===== src/design/itp_pkg.sv =====
// ----------------------------------------------------------------------------
// itp_pkg
// Shared constants, types and helper functions of the infix to postfix
// converter.
// ----------------------------------------------------------------------------
package itp_pkg;

    localparam int STACK_DEPTH = 32;
    localparam int CNT_W       = $clog2(STACK_DEPTH + 1);

    localparam logic [7:0] CH_PLUS  = 8'h2B;
    localparam logic [7:0] CH_MINUS = 8'h2D;
    localparam logic [7:0] CH_STAR  = 8'h2A;
    localparam logic [7:0] CH_SLASH = 8'h2F;
    localparam logic [7:0] CH_CARET = 8'h5E;
    localparam logic [7:0] CH_OPEN  = 8'h28;
    localparam logic [7:0] CH_CLOSE = 8'h29;
    localparam logic [7:0] CH_NUL   = 8'h00;

    // control to the cell row: shift toward the bottom or toward the top
    typedef struct packed {
        logic push;
        logic pop;
    } stk_ctl_t;

    typedef logic signed [2:0] rank_t;

    function automatic rank_t rank_of(input logic [7:0] c);
        rank_t r;
        unique case (c)
            CH_PLUS, CH_MINUS: r = 3'sd1;
            CH_STAR, CH_SLASH: r = 3'sd2;
            CH_CARET:          r = 3'sd3;
            default:           r = -3'sd1;
        endcase
        return r;
    endfunction

    function automatic logic is_letter(input logic [7:0] c);
        return ((c >= 8'h61) && (c <= 8'h7A)) || ((c >= 8'h41) && (c <= 8'h5A));
    endfunction

endpackage


===== src/design/itp_in_if.sv =====
// ----------------------------------------------------------------------------
// itp_in_if
// Valid/ready channel carrying one infix character per item.
// ----------------------------------------------------------------------------
interface itp_in_if;
    logic       valid;
    logic       ready;
    logic [7:0] in_char;
    logic       in_last;

    modport source (output valid, output in_char, output in_last, input ready);
    modport sink   (input valid, input in_char, input in_last, output ready);
endinterface


===== src/design/itp_out_if.sv =====
// ----------------------------------------------------------------------------
// itp_out_if
// Valid/ready channel carrying one postfix character per item.
// ----------------------------------------------------------------------------
interface itp_out_if;
    logic       valid;
    logic       ready;
    logic [7:0] out_char;
    logic       out_last;
    logic       out_error;

    modport source (output valid, output out_char, output out_last, output out_error,
                    input ready);
    modport sink   (input valid, input out_char, input out_last, input out_error,
                    output ready);
endinterface


===== src/design/infix_to_postfix_converter_unit.sv =====
// ----------------------------------------------------------------------------
// infix_to_postfix_converter_unit
// Shunting-yard converter: infix characters in, postfix characters out.
// ----------------------------------------------------------------------------
// usage:
//   infix channel takes one ascii character per item, in_last on the final one
//   postfix channel gives the postfix characters; a nul item with out_last
//   ends each expression, out_error flags overflow or an unmatched '('
//   operators sit in a row of shift cells, top of stack in the first cell
// flow:
//   an item is taken in the idle state and worked in the work state; each
//   operator popped to the output is one more pass through the work state
//   after the last item the flush state pops each leftover stack entry and
//   sees the stack empty, then the term state gives the nul
//   the first result is registered in the output register by the work state
// reset:
//   stack empty, error flag clear, no result pending
// stall:
//   a result waits in the output register; the unit holds while that register
//   is full and not taken, and takes no new item until the current is done
// ----------------------------------------------------------------------------
module infix_to_postfix_converter_unit
    import itp_pkg::*;
(
    input  logic     clk,
    input  logic     rst_n,
    itp_in_if.sink   infix,
    itp_out_if.source postfix
);

    localparam logic [1:0] S_IDLE  = 2'd0;
    localparam logic [1:0] S_WORK  = 2'd1;
    localparam logic [1:0] S_FLUSH = 2'd2;
    localparam logic [1:0] S_TERM  = 2'd3;

    localparam logic [1:0] K_LETTER = 2'd0;
    localparam logic [1:0] K_OPEN   = 2'd1;
    localparam logic [1:0] K_CLOSE  = 2'd2;
    localparam logic [1:0] K_OP     = 2'd3;

    logic [1:0]       state_reg, state_next;
    logic [CNT_W-1:0] count_reg, count_next;
    logic             err_reg, err_next;
    logic [7:0]       char_reg, char_next;
    logic             last_reg, last_next;
    logic [1:0]       kind_reg, kind_next;

    logic             out_valid_reg, out_valid_next;
    logic [7:0]       out_char_reg, out_char_next;
    logic             out_last_reg, out_last_next;
    logic             out_error_reg, out_error_next;

    stk_ctl_t         ctl;
    logic [7:0]       top_data;
    logic             top_valid;
    logic             top_open;
    logic             rank_le;
    logic             out_free;
    logic             accept;
    logic             emit;
    logic [7:0]       emit_char;
    logic             emit_last;
    logic [1:0]       done_state;
    logic [1:0]       in_kind;

    itp_stack u_stack (
        .clk       (clk),
        .ctl       (ctl),
        .push_data (char_reg),
        .top_data  (top_data)
    );

    assign infix.ready = (state_reg == S_IDLE);
    assign accept      = infix.valid && (state_reg == S_IDLE);
    assign out_free    = !out_valid_reg || postfix.ready;
    assign top_valid   = (count_reg != '0);
    assign top_open    = (top_data == CH_OPEN);
    assign rank_le     = (rank_of(char_reg) <= rank_of(top_data));
    assign done_state  = last_reg ? S_FLUSH : S_IDLE;

    always_comb
    begin
        priority if (is_letter(infix.in_char))
        begin
            in_kind = K_LETTER;
        end
        else if (infix.in_char == CH_OPEN)
        begin
            in_kind = K_OPEN;
        end
        else if (infix.in_char == CH_CLOSE)
        begin
            in_kind = K_CLOSE;
        end
        else
        begin
            in_kind = K_OP;
        end
    end

    always_comb
    begin
        state_next = state_reg;
        count_next = count_reg;
        err_next   = err_reg;
        char_next  = char_reg;
        last_next  = last_reg;
        kind_next  = kind_reg;
        ctl        = '0;
        emit       = 1'b0;
        emit_char  = top_data;
        emit_last  = 1'b0;

        unique case (state_reg)
            S_IDLE:
            begin
                if (accept)
                begin
                    char_next  = infix.in_char;
                    last_next  = infix.in_last;
                    kind_next  = in_kind;
                    state_next = S_WORK;
                end
            end
            S_WORK:
            begin
                unique case (kind_reg)
                    K_LETTER:
                    begin
                        if (out_free)
                        begin
                            emit       = 1'b1;
                            emit_char  = char_reg;
                            state_next = done_state;
                        end
                    end
                    K_CLOSE:
                    begin
                        priority if (top_valid && !top_open)
                        begin
                            if (out_free)
                            begin
                                emit       = 1'b1;
                                ctl.pop    = 1'b1;
                                count_next = count_reg - CNT_W'(1);
                            end
                        end
                        else if (top_valid)
                        begin
                            ctl.pop    = 1'b1;
                            count_next = count_reg - CNT_W'(1);
                            state_next = done_state;
                        end
                        else
                        begin
                            state_next = done_state;
                        end
                    end
                    K_OPEN, K_OP:
                    begin
                        priority if ((kind_reg == K_OP) && top_valid && !top_open && rank_le)
                        begin
                            if (out_free)
                            begin
                                emit       = 1'b1;
                                ctl.pop    = 1'b1;
                                count_next = count_reg - CNT_W'(1);
                            end
                        end
                        else if (count_reg == CNT_W'(STACK_DEPTH))
                        begin
                            err_next   = 1'b1;
                            state_next = done_state;
                        end
                        else
                        begin
                            ctl.push   = 1'b1;
                            count_next = count_reg + CNT_W'(1);
                            state_next = done_state;
                        end
                    end
                    default:
                    begin
                        state_next = done_state;
                    end
                endcase
            end
            S_FLUSH:
            begin
                priority if (top_valid && top_open)
                begin
                    ctl.pop    = 1'b1;
                    count_next = count_reg - CNT_W'(1);
                    err_next   = 1'b1;
                end
                else if (top_valid)
                begin
                    if (out_free)
                    begin
                        emit       = 1'b1;
                        ctl.pop    = 1'b1;
                        count_next = count_reg - CNT_W'(1);
                    end
                end
                else
                begin
                    state_next = S_TERM;
                end
            end
            S_TERM:
            begin
                if (out_free)
                begin
                    emit       = 1'b1;
                    emit_char  = CH_NUL;
                    emit_last  = 1'b1;
                    err_next   = 1'b0;
                    count_next = '0;
                    state_next = S_IDLE;
                end
            end
            default:
            begin
                state_next = S_IDLE;
            end
        endcase
    end

    always_comb
    begin
        out_char_next  = out_char_reg;
        out_last_next  = out_last_reg;
        out_error_next = out_error_reg;
        priority if (emit)
        begin
            out_valid_next = 1'b1;
            out_char_next  = emit_char;
            out_last_next  = emit_last;
            out_error_next = err_reg;
        end
        else if (postfix.ready)
        begin
            out_valid_next = 1'b0;
        end
        else
        begin
            out_valid_next = out_valid_reg;
        end
    end

    always_ff @(posedge clk or negedge rst_n)
    begin
        if (!rst_n)
        begin
            state_reg     <= S_IDLE;
            count_reg     <= '0;
            err_reg       <= 1'b0;
            out_valid_reg <= 1'b0;
        end
        else
        begin
            state_reg     <= state_next;
            count_reg     <= count_next;
            err_reg       <= err_next;
            out_valid_reg <= out_valid_next;
        end
    end

    always_ff @(posedge clk)
    begin
        char_reg      <= char_next;
        last_reg      <= last_next;
        kind_reg      <= kind_next;
        out_char_reg  <= out_char_next;
        out_last_reg  <= out_last_next;
        out_error_reg <= out_error_next;
    end

    assign postfix.valid     = out_valid_reg;
    assign postfix.out_char  = out_char_reg;
    assign postfix.out_last  = out_last_reg;
    assign postfix.out_error = out_error_reg;

endmodule


===== src/design/itp_cell.sv =====
// ----------------------------------------------------------------------------
// itp_cell
// One entry of the operator stack; takes the entry above on a push and the
// entry below on a pop.
// ----------------------------------------------------------------------------
module itp_cell
    import itp_pkg::*;
(
    input  logic       clk,
    input  stk_ctl_t   ctl,
    input  logic [7:0] up_data,
    input  logic [7:0] down_data,
    output logic [7:0] data
);

    logic [7:0] data_reg;
    logic [7:0] data_next;

    always_comb
    begin
        priority if (ctl.push)
        begin
            data_next = up_data;
        end
        else if (ctl.pop)
        begin
            data_next = down_data;
        end
        else
        begin
            data_next = data_reg;
        end
    end

    always_ff @(posedge clk)
    begin
        data_reg <= data_next;
    end

    assign data = data_reg;

endmodule


===== src/design/itp_stack.sv =====
// ----------------------------------------------------------------------------
// itp_stack
// Row of stack cells; the top of stack sits in the first cell.
// ----------------------------------------------------------------------------
module itp_stack
    import itp_pkg::*;
(
    input  logic       clk,
    input  stk_ctl_t   ctl,
    input  logic [7:0] push_data,
    output logic [7:0] top_data
);

    logic [7:0] cell_data [STACK_DEPTH];

    for (genvar i = 0; i < STACK_DEPTH; i++)
    begin : g_cell
        logic [7:0] up_in;
        logic [7:0] down_in;

        if (i == 0)
        begin : g_first
            assign up_in = push_data;
        end
        else
        begin : g_mid
            assign up_in = cell_data[i-1];
        end

        if (i == STACK_DEPTH - 1)
        begin : g_bottom
            assign down_in = CH_NUL;
        end
        else
        begin : g_above
            assign down_in = cell_data[i+1];
        end

        itp_cell u_cell (
            .clk       (clk),
            .ctl       (ctl),
            .up_data   (up_in),
            .down_data (down_in),
            .data      (cell_data[i])
        );
    end

    assign top_data = cell_data[0];

endmodule


===== src/flat_wrapper.sv =====
// flat-port wrapper written by rule: the top's interface ports become plain ports
module infix_to_postfix_converter_unit_flat import itp_pkg::*;
  (clk, rst_n, infix_valid, infix_in_char, infix_in_last, infix_ready, postfix_valid, postfix_out_char, postfix_out_last, postfix_out_error, postfix_ready);
  itp_in_if infix_i ();
  itp_out_if postfix_i ();
  input  logic clk;
  input  logic rst_n;
  input wire logic [$bits(infix_i.valid)-1:0] infix_valid;
  input wire logic [$bits(infix_i.in_char)-1:0] infix_in_char;
  input wire logic [$bits(infix_i.in_last)-1:0] infix_in_last;
  output wire logic [$bits(infix_i.ready)-1:0] infix_ready;
  output wire logic [$bits(postfix_i.valid)-1:0] postfix_valid;
  output wire logic [$bits(postfix_i.out_char)-1:0] postfix_out_char;
  output wire logic [$bits(postfix_i.out_last)-1:0] postfix_out_last;
  output wire logic [$bits(postfix_i.out_error)-1:0] postfix_out_error;
  input wire logic [$bits(postfix_i.ready)-1:0] postfix_ready;
  assign infix_i.valid = infix_valid;
  assign infix_i.in_char = infix_in_char;
  assign infix_i.in_last = infix_in_last;
  assign infix_ready = infix_i.ready;
  assign postfix_valid = postfix_i.valid;
  assign postfix_out_char = postfix_i.out_char;
  assign postfix_out_last = postfix_i.out_last;
  assign postfix_out_error = postfix_i.out_error;
  assign postfix_i.ready = postfix_ready;
  infix_to_postfix_converter_unit u_core (.clk(clk), .rst_n(rst_n), .infix(infix_i), .postfix(postfix_i));
endmodule

===== config.mk =====
export PLATFORM = sky130hd
export DESIGN_NAME = infix_to_postfix_converter_unit_flat
export DESIGN_NICKNAME = d
export VERILOG_FILES = /design/src/design/itp_pkg.sv /design/src/design/itp_in_if.sv /design/src/design/itp_out_if.sv /design/src/design/infix_to_postfix_converter_unit.sv /design/src/design/itp_cell.sv /design/src/design/itp_stack.sv /design/src/flat_wrapper.sv
export SDC_FILE = /design/constraint.sdc
export NUM_CORES = 1
export LEC_CHECK = 0
export ABC_AREA = 1
export BUFFER_PORTS_ARGS = -buffer_cell sky130_fd_sc_hd__buf_2
export CELL_PAD_IN_SITES_DETAIL_PLACEMENT = 1
export CELL_PAD_IN_SITES_GLOBAL_PLACEMENT = 1
export CORE_ASPECT_RATIO = 0.7
export CORE_MARGIN = 1.5
export CORE_UTILIZATION = 54
export DETAILED_ROUTE_END_ITERATION = 16
export PLACE_DENSITY_LB_ADDON = 0.1
export SLEW_MARGIN = 20
export SYNTH_ARGS = -nofsm -noshare
export SYNTH_HDL_FRONTEND = slang
export SYNTH_SLANG_ARGS = --single-unit

===== constraint.sdc =====
create_clock -name clk -period 17.5 [get_ports clk]
set_input_delay 2.625 -clock clk [delete_from_list [all_inputs] [get_ports clk]]
set_output_delay 2.625 -clock clk [all_outputs]
set_load 0.01 [all_outputs]

==> impl_metrics.csv, run 1 <==
group,metric,value,unit
yosys,synth.most_common_cell,"edfxtp_1",
setup_path,worst-setup-path-type,"register to register",
sta,relSlewSlack,30.7,%
setup_path,cp_top_family,"buffers and inverters",
yosys,syn_avg_cell_area,10.2,um^2
setup_path,r2r-end,"u_core.u_stack.g_cell[6].u_cell.data[1]$_DFFE_PP_",
yosys,synth_area_leaders,"edfxtp_1 (62%), nand2_1 (7.0%), inv_1 (5.2%), nor2_1 (4.8%), a21oi_1 (4.5%)",
sta,fin_setup_tns,0,ps
layout,drive_above_1_share,6.12,%
pwr,power.internal,1.97,mW
layout,regArea,8570,um^2
setup_path,slowest_delay,850,ps
place,post_dp_cell_area,13400,um^2
global_route,gr-total-overflow,0,
clock_network,post_cts_resized,0,
yosys,synth_cell_types,33,
floorplan,start_util,55.6,%
sta,worst_hold_slack,489,ps
yosys,synth_area,13300,um^2
setup_path,crit_chain,"nor4_1 > o21ai_0 > o31ai_1 > nor2_1 > ha_1 > inv_1 > a21oi_1 > nand2_1 > nand2_1 > inv_1 > nand2_4 > nand3_4 > buf_4 > buf_4 > buf_4 > o21ai_0",
sta,finalCritPeriodShare,33.5,%
layout,fillers,2638,
sta,report.final.setup_viol,0,
setup_path,cp-end-kind,"register",
global_route,grt_pass1_vias,8890,
floorplan,die_w,191,um
floorplan,rows,47,
routing,avgViaCountPerCell,5.37,
floorplan,coreArea,23900,um^2
sta,worst_pin_slew,1040,ps
setup_path,cp.arrival,6110,ps
layout,multi_input_area,3520,um^2
yosys,yosys_warnings,0,
place,dp_hpwl,17.2,mm
yosys,syn-num-nets,1326,
routing,vias,8813,
pwr,power_density,219,nW/um^2
clock_network,cts-root-buf,"clkbuf_16",
clock_network,cts_setup_buffers,0,
yosys,yosys.area.top_type,"edfxtp_1",
worst_hold_path,min_to,"u_core.postfix.out_error$_DFFE_PP_",
layout,final_nets,1325,
clock_network,cts_buffer_depth,3,
sta,rsz0062_at_grt,"no",
place,gp_congestion,0.881,
setup_path,cp_common_cell,"buf_4",
routing,drt-initial-drc-count,532,
worst_hold_path,hp-start,"u_core.err_reg$_DFFE_PN0P_",
layout,area_delta_synth_final,7.14,%
routing,ant_nets,0,
routing,first_pass_iters,5,
setup_path,reg2reg_depth,16,
setup_path,cp-start-kind,"register",
global_route,grt_max_degree,213,
layout,n_antenna_cell,0,
clock_network,hold_buffers,0,
floorplan,die_h,134,um
setup_path,crit_buf_inv,5,
pwr,ir_drop,0.119,mV
setup_path,reg2reg_from,"u_core.char_reg[4]$_DFFE_PP_",
setup_path,r2r_slack,11640,ps
yosys,synth.top_cell.area_share,62.5,%
pwr,power_leakage,5.95,nW
layout,largest_register_ffs,256,
yosys,synth_cells,1304,
pwr,combPwrFrac,32.5,%
global_route,grt_usage,22.0,%
yosys,ys_top_cells_by_count,"edfxtp_1 (277), nand2_1 (247), inv_1 (184)",
yosys,synth-seq-area-share,64.3,%
yosys,ys_async_sr_fraction,3.48,%
sta,fin_crit,5860,ps
clock_network,clock-sinks,287,
setup_path,cp_max_fo,108,
clock_network,cts_made_buffers,28,
routing,drc,0,
yosys,synth-seq-cells,287,
clock_network,clkSlewWorstSetupHoldPaths,70,ps
worst_hold_path,min_path_type,"register to register",
worst_hold_path,whs_path_depth,0,
setup_path,crit_slowest_cell,"buf_4",
place,port_buffers,24,
global_route,antenna_found_initial,0,
clock_network,htreeDepth,1,
sta,max_freq,171,MHz
sta,finalClockSkew,12.3,ps
routing,drt-total-wl,27.7,mm
pwr,power,3.13,mW
routing,wire_per_inst,16.9,um
clock_network,cts_tree,"yes",
sta,hold_viol,0,
global_route,grt_pass1_wl,45.2,mm
floorplan,io_pins,25,
pwr,swShare,37.0,%
job,maxCapViolations,0,
pwr,seqPwrFrac,48.8,%
status,outcome,"completed",
setup_path,required,17740,ps
yosys,synth_edf_count,277,
yosys,ys.flop_type,"edfxtp_1",
layout,fin_area,14300,um^2
pwr,switching_power,1.16,mW
sta,slew_viol_final,0,
floorplan,die_area,25600,um^2
clock_network,insertion_delay,540,ps
pwr,p_clk_share,18.7,%
## area by class of cell
cell class / instances / share of cell area [%]
sequential: 287 / 60.1
multi-input combinational: 771 / 24.7
clock buffer: 32 / 5.17
inverter: 185 / 4.87
tap: 318 / 2.79
timing repair buffer: 30 / 1.39
clock inverter: 19 / 1.03
## metal layers
| layer | up-vias | wire length, um | global-route usage [%] |
|---|---|---|---|
| li1 | 4358 | - | - |
| met1 | 4277 | 13400 | 32.6 |
| met2 | 135 | 12800 | 34.8 |
| met3 | 43 | 990 | 2.98 |
| met4 | 0 | 506 | 4.94 |
| met5 | - | 0 | 0 |
## power groups by stage
stage	clock, mW	combinational [mW]	sequential, mW
finish	0.585	1.02	1.52
global route	0.619	1.16	1.57
CTS	0.598	1.01	1.53
detailed placement	0	0.995	1.54
global placement	0	0.942	1.51
floorplan	0	0.798	1.57
## cell usage in the layout (no fill, tap or decap), drive strengths merged
cell type	count
a21oi	120
buf	30
bufinv	2
clkbuf	32
clkinv	16
clkinvlp	2
dfrtp	10
edfxtp	277
ha	9
inv	184
nand2	249
nand3	26
nand4	3
nor2	178
nor3	10
nor4	2
o2111ai	1
o211ai	2
o21ai	151
o21bai	1
o22ai	9
o311ai	1
o31ai	1
o41ai	2
or2	1
xor2	5
## how the worst max path moves through the flow
stage,start,endpoint,slack (ps),depth (start not counted)
5_1_grt,u_core.char_reg[4]$_DFFE_PP_,u_core.u_stack.g_cell[7].u_cell.data[5]$_DFFE_PP_,11020,16
3_5_place_dp,u_core.char_reg[4]$_DFFE_PP_,u_core.u_stack.g_cell[7].u_cell.data[5]$_DFFE_PP_,11690,16
3_3_place_gp,postfix_ready,u_core.u_stack.g_cell[15].u_cell.data[2]$_DFFE_PP_,11990,8
2_1_floorplan,postfix_ready,u_core.u_stack.g_cell[0].u_cell.data[0]$_DFFE_PP_,8050,7
6_report,u_core.char_reg[4]$_DFFE_PP_,u_core.u_stack.g_cell[6].u_cell.data[1]$_DFFE_PP_,11640,16
4_1_cts,u_core.char_reg[4]$_DFFE_PP_,u_core.u_stack.g_cell[22].u_cell.data[3]$_DFFE_PP_,11640,16
## metrics by stage
| stage | setup WS (ps) | std cells | util (%) |
|---|---|---|---|
| 6_report | 11640 | 1642 | 59.6 |
| 3_3_place_gp | 11990 | 1590 | 55.8 |
| 5_1_grt | 11020 | 1642 | 59.6 |
| 2_1_floorplan | 8050 | 1304 | - |
| 3_5_place_dp | 11690 | 1590 | 55.8 |
| 4_1_cts | 11640 | 1641 | 59.5 |
## cell families after synthesis
family / count (synthesis) / synth area share (%)
adder cells (fa/ha/maj): 9 / 0.846
XOR/XNOR: 5 / 0.329
AO/OA/AOI/OAI: 288 / 11.1
buffers and inverters: 246 / 9.25
flip-flops: 287 / 64.3
AND/OR/NAND/NOR: 469 / 14.1
(Power assumes the default switching activity.)
==> run 2, diff against run 1 <==
Settings changed: CORE_UTILIZATION 54 to 50.
Clock period 17.5 ns to 6 ns, I/O delays scaled along.
==> impl_metrics.csv, run 2 (synthesized netlist as in run 1, its figures left out) <==
group,metric,value,unit
sta,worst_hold_slack,219,ps
floorplan,start_util,51.3,%
setup_path,r2r_slack,1740,ps
sta,report.final.setup_viol,0,
sta,rsz0062_at_grt,"no",
sta,fin_crit,4260,ps
pwr,power_leakage,5.91,nW
setup_path,slowest_delay,780,ps
place,port_buffers,24,
layout,area_delta_synth_final,6.91,%
clock_network,cts_buffer_depth,3,
layout,layout_common_cells,"edfxtp_1 (277), nand2_1 (246), inv_1 (184), nor2_1 (172), a21oi_1 (120)",
setup_path,worst-setup-path-type,"register to register",
setup_path,required,6260,ps
sta,finalClockSkew,21.4,ps
sta,finalCritPeriodShare,71.0,%
routing,drc,0,
layout,layout.cells.most_common,"edfxtp_1",
setup_path,cp_max_fo,101,
global_route,grt_pass1_vias,8658,
layout,drive_above_1_share,5.60,%
global_route,grt_pass1_wl,43.2,mm
floorplan,die_h,140,um
floorplan,die_area,27600,um^2
clock_network,clock-sinks,287,
sta,max_freq,235,MHz
sta,fin_setup_tns,0,ps
routing,drt-total-wl,26.2,mm
routing,drt-initial-drc-count,656,
place,gp_congestion,0.843,
setup_path,cp-start-kind,"register",
layout,largest_register_ffs,256,
sta,relSlewSlack,29.6,%
global_route,grt_usage,19.3,%
status,outcome,"completed",
routing,first_pass_iters,5,
clock_network,clkSlewWorstSetupHoldPaths,60,ps
floorplan,die_w,198,um
clock_network,htreeDepth,1,
routing,ant_nets,0,
routing,avgViaCountPerCell,5.19,
layout,final_nets,1325,
pwr,swShare,37.0,%
place,dp_hpwl,16.6,mm
clock_network,cts_setup_buffers,0,
clock_network,insertion_delay,560,ps
sta,hold_viol,0,
pwr,seqPwrFrac,49.6,%
sta,worst_pin_slew,1060,ps
setup_path,cp-end-kind,"register",
sta,slew_viol_final,0,
clock_network,cts-root-buf,"clkbuf_16",
layout,utilization,54.9,%
global_route,grt_max_degree,203,
routing,vias,8715,
clock_network,cts_made_buffers,28,
pwr,combPwrFrac,32.6,%
pwr,p_clk_share,17.8,%
job,maxCapViolations,0,
clock_network,cts_tree,"yes",
floorplan,coreArea,25900,um^2
setup_path,crit_slowest_cell,"buf_4",
floorplan,rows,49,
pwr,power.internal,5.62,mW
clock_network,hold_buffers,0,
setup_path,crit_chain,"nor4_1 > o21ai_0 > o31ai_1 > nor2_1 > ha_1 > inv_1 > a21oi_1 > nand2_1 > nand2_1 > inv_1 > nand2_4 > nand3_4 > buf_4 > buf_4 > o21ai_0",
setup_path,reg2reg_depth,15,
pwr,switching_power,3.30,mW
setup_path,cp.arrival,4510,ps
floorplan,io_pins,25,
pwr,power_density,626,nW/um^2
routing,wire_per_inst,15.6,um
worst_hold_path,min_path_type,"input port to asynchronous set/reset pin",
pwr,ir_drop,0.439,mV
global_route,gr-total-overflow,0,
layout,n_antenna_cell,0,
global_route,antenna_found_initial,0,
clock_network,post_cts_resized,0,
[run 2: worst max-delay path: cells and delay by family (launching register included)]
kind | cells | cell delay, ps
compound gates | 4 | 600
fa+ha+maj | 1 | 330
buf+inv | 4 | 1560
flops | 1 | 420
simple gates | 6 | 940
[run 2: worst paths after layout]
check,start,end
max,u_core.char_reg[4]$_DFFE_PP_,u_core.u_stack.g_cell[1].u_cell.data[6]$_DFFE_PP_
max in group asynchronous,rst_n,u_core.count_reg[3]$_DFFE_PN0P_
max reg2reg,u_core.char_reg[4]$_DFFE_PP_,u_core.u_stack.g_cell[1].u_cell.data[6]$_DFFE_PP_
min,rst_n,asynchronous set/reset pin
min reg2reg,u_core.err_reg$_DFFE_PN0P_,u_core.postfix.out_error$_DFFE_PP_
min in group clk,u_core.err_reg$_DFFE_PN0P_,u_core.postfix.out_error$_DFFE_PP_
[run 2: layout make-up]
cell class,count,area (um^2)
fillers,2920,11700
well taps,357,447
clock inverters,13,68.8
multi-input cells,771,3530
clock buffers,36,731
repair buffers,30,194
inverters,185,694
flip-flops and latches,287,8570
[run 2: through the flow]
| stage | total power [mW] | setup WS [ps] | std cells | instance area [um^2] |
|---|---|---|---|---|
| 2_1_floorplan | 6.77 | 285 | 1304 | 13300 |
| 3_3_place_gp | 7.19 | 1890 | 1630 | 13400 |
| 3_5_place_dp | 7.37 | 1740 | 1630 | 13400 |
| 4_1_cts | 9.00 | 1660 | 1679 | 14200 |
| 5_1_grt | 9.59 | 1390 | 1679 | 14200 |
| 6_report | 8.92 | 1740 | 1679 | 14200 |
[run 2: power groups by stage]
| stage | Sequential [mW] | Combinational [mW] | Clock [mW] |
|---|---|---|---|
| 2_1_floorplan | 4.44 | 2.33 | 0 |
| 3_3_place_gp | 4.40 | 2.79 | 0 |
| 3_5_place_dp | 4.45 | 2.92 | 0 |
| 4_1_cts | 4.43 | 2.94 | 1.63 |
| 5_1_grt | 4.55 | 3.34 | 1.70 |
| 6_report | 4.42 | 2.91 | 1.59 |
[run 2: routing by layer]
layer / global-route usage, % / up-vias / part of all wire [%]
met5: 0 / - / 0
met4: 4.74 / 0 / 1.9
met3: 3.66 / 44 / 3.7
met2: 28.1 / 119 / 43
met1: 29.7 / 4201 / 51
li1: - / 4351 / -
==> run 3, diff against run 2 <==
Clock period 6 ns to 4.03 ns, I/O delays scaled along.
==> impl_metrics.csv, run 3 (synthesized netlist as in run 1, its figures left out) <==
group,metric,value,unit
floorplan,start_util,51.3,%
layout,final_nets,1327,
global_route,grt_usage,18.9,%
worst_hold_path,min_path_type,"input port to register",
clock_network,clkSlewWorstSetupHoldPaths,60,ps
global_route,antenna_found_initial,0,
sta,fin_crit,3730,ps
worst_hold_path,whs_path_depth,1,
global_route,grt_max_degree,250,
floorplan,die_area,27600,um^2
clock_network,cts_buffer_depth,3,
setup_path,cp-start-kind,"register",
clock_network,cts-root-buf,"clkbuf_16",
layout,drive_above_1_share,6.17,%
sta,fin_setup_tns,0,ps
routing,vias,8586,
global_route,grt_pass1_wl,42.6,mm
layout,fillers,2893,
routing,avgViaCountPerCell,5.09,
pwr,power_density,940,nW/um^2
pwr,switching_power,4.91,mW
sta,finalClockSkew,16.3,ps
sta,max_freq,268,MHz
setup_path,required,4210,ps
floorplan,coreArea,25900,um^2
floorplan,rows,49,
sta,slew_viol_final,0,
routing,wire_per_inst,15.1,um
setup_path,r2r_slack,300,ps
place,dp_hpwl,15.4,mm
routing,drt-initial-drc-count,498,
routing,drt-total-wl,25.5,mm
pwr,p_clk_share,19.6,%
routing,first_pass_iters,5,
routing,drc,0,
sta,report.final.setup_viol,0,
setup_path,cp_max_fo,161,
place,dpl.cell_count,1629,
sta,rsz0062_at_grt,"no",
setup_path,cp.arrival,3910,ps
layout,n_antenna_cell,0,
status,outcome,"completed",
setup_path,cp-end-kind,"register",
pwr,power_leakage,5.99,nW
layout,largest_register_ffs,256,
global_route,grt_pass1_vias,8571,
pwr,seqPwrFrac,48.5,%
sta,worst_pin_slew,935,ps
pwr,swShare,36.3,%
place,port_buffers,24,
place,gp_congestion,0.823,
clock_network,clock-sinks,287,
sta,relSlewSlack,37.7,%
sta,finalCritPeriodShare,92.5,%
setup_path,reg2reg_depth,14,
setup_path,worst-setup-path-type,"register to register",
layout,area_delta_synth_final,8.07,%
clock_network,cts_tree,"yes",
routing,ant_nets,0,
clock_network,htreeDepth,1,
pwr,combPwrFrac,31.9,%
sta,hold_viol,0,
pwr,ir_drop,0.746,mV
floorplan,die_h,140,um
clock_network,cts_made_buffers,30,
layout,layout_common_cells,"edfxtp_1 (277), nand2_1 (246), inv_1 (184), nor2_1 (172), a21oi_1 (120)",
pwr,power.internal,8.61,mW
layout,layout.cells.most_common,"edfxtp_1",
job,maxCapViolations,0,
clock_network,insertion_delay,560,ps
floorplan,die_w,198,um
floorplan,io_pins,25,
global_route,gr-total-overflow,0,
layout,stdcell_count,1686,
## run 3: cell types whose count changed in the layout (fill, tap and decap cells not counted), sizes merged
cell         previous run  this run
bufinv                  0         2
buf                    30        29
clkinv                 13        17
inv                   184       185
dlygate4sd3             0         1
## run 3: area by class of cell
class                           instances  area [um^2]  share of cell area, %
Clock buffer                           36          773                   5.37
Tap cell                              357          447                   3.10
Timing Repair Buffer                   30          218                   1.51
Inverter                              185          694                   4.83
Multi-Input combinational cell        771         3530                   24.6
Clock inverter                         20          158                   1.10
Sequential cell                       287         8570                   59.5
## run 3: worst paths after layout
path | endpoint | start
setup / recovery | u_core.u_stack.g_cell[22].u_cell.data[4]$_DFFE_PP_ | u_core.char_reg[4]$_DFFE_PP_
hold / removal | u_core.last_reg$_DFFE_PP_ | infix_in_last
setup reg to reg | u_core.u_stack.g_cell[22].u_cell.data[4]$_DFFE_PP_ | u_core.char_reg[4]$_DFFE_PP_
hold reg to reg | u_core.postfix.out_error$_DFFE_PP_ | u_core.err_reg$_DFFE_PN0P_
max in group asynchronous | u_core.count_reg[5]$_DFFE_PN0P_ | rst_n
min in group asynchronous | u_core.count_reg[0]$_DFFE_PN0P_ | rst_n
## run 3: metrics by stage
stage / power, mW / worst slack, ps / utilization [%] / hold slack, ps / instance area (um^2)
after floorplan: 9.91 / 397 / - / 309 / 13300
after global placement: 10.7 / 575 / 51.9 / 450 / 13500
after detailed placement: 10.9 / 454 / 51.9 / 449 / 13500
after CTS: 13.7 / 394 / 55.5 / 204 / 14400
after global routing: 14.6 / 8.11 / 55.5 / 210 / 14400
final: 13.5 / 300 / 55.5 / 231 / 14400
## run 3: critical path: stages, from the launching register on
cell,delay [ps]
edfxtp_1,420
nor4_1,460
o21ai_0,240
o31ai_1,120
nor2_1,70
ha_1,310
inv_1,50
a21oi_1,120
nand2_1,60
nand2_1,130
inv_1,100
nand2_4,150
nand3_4,220
nand2_8,160
buf_12,520
## run 3: timing repair
action,CTS,global route
resized for setup,0,0
setup buffers,0,0
hold endpoints to repair,10,0
hold buffers,1,0
## run 3: power by group through the flow
stage / sequential [mW] / clock (mW) / combinational, mW
finish: 6.56 / 2.65 / 4.31
CTS: 6.57 / 2.71 / 4.38
global placement: 6.51 / 0 / 4.16
detailed placement: 6.60 / 0 / 4.31
floorplan: 6.42 / 0 / 3.48
global route: 6.77 / 2.82 / 4.98
## run 3: per-layer routing
metal	vias to the layer above	routed length [um]	track usage (%)
li1	4355	-	-
met1	4101	13100	28.6
met2	91	11200	28.6
met3	39	677	2.93
met4	0	558	5.02
met5	-	0	0
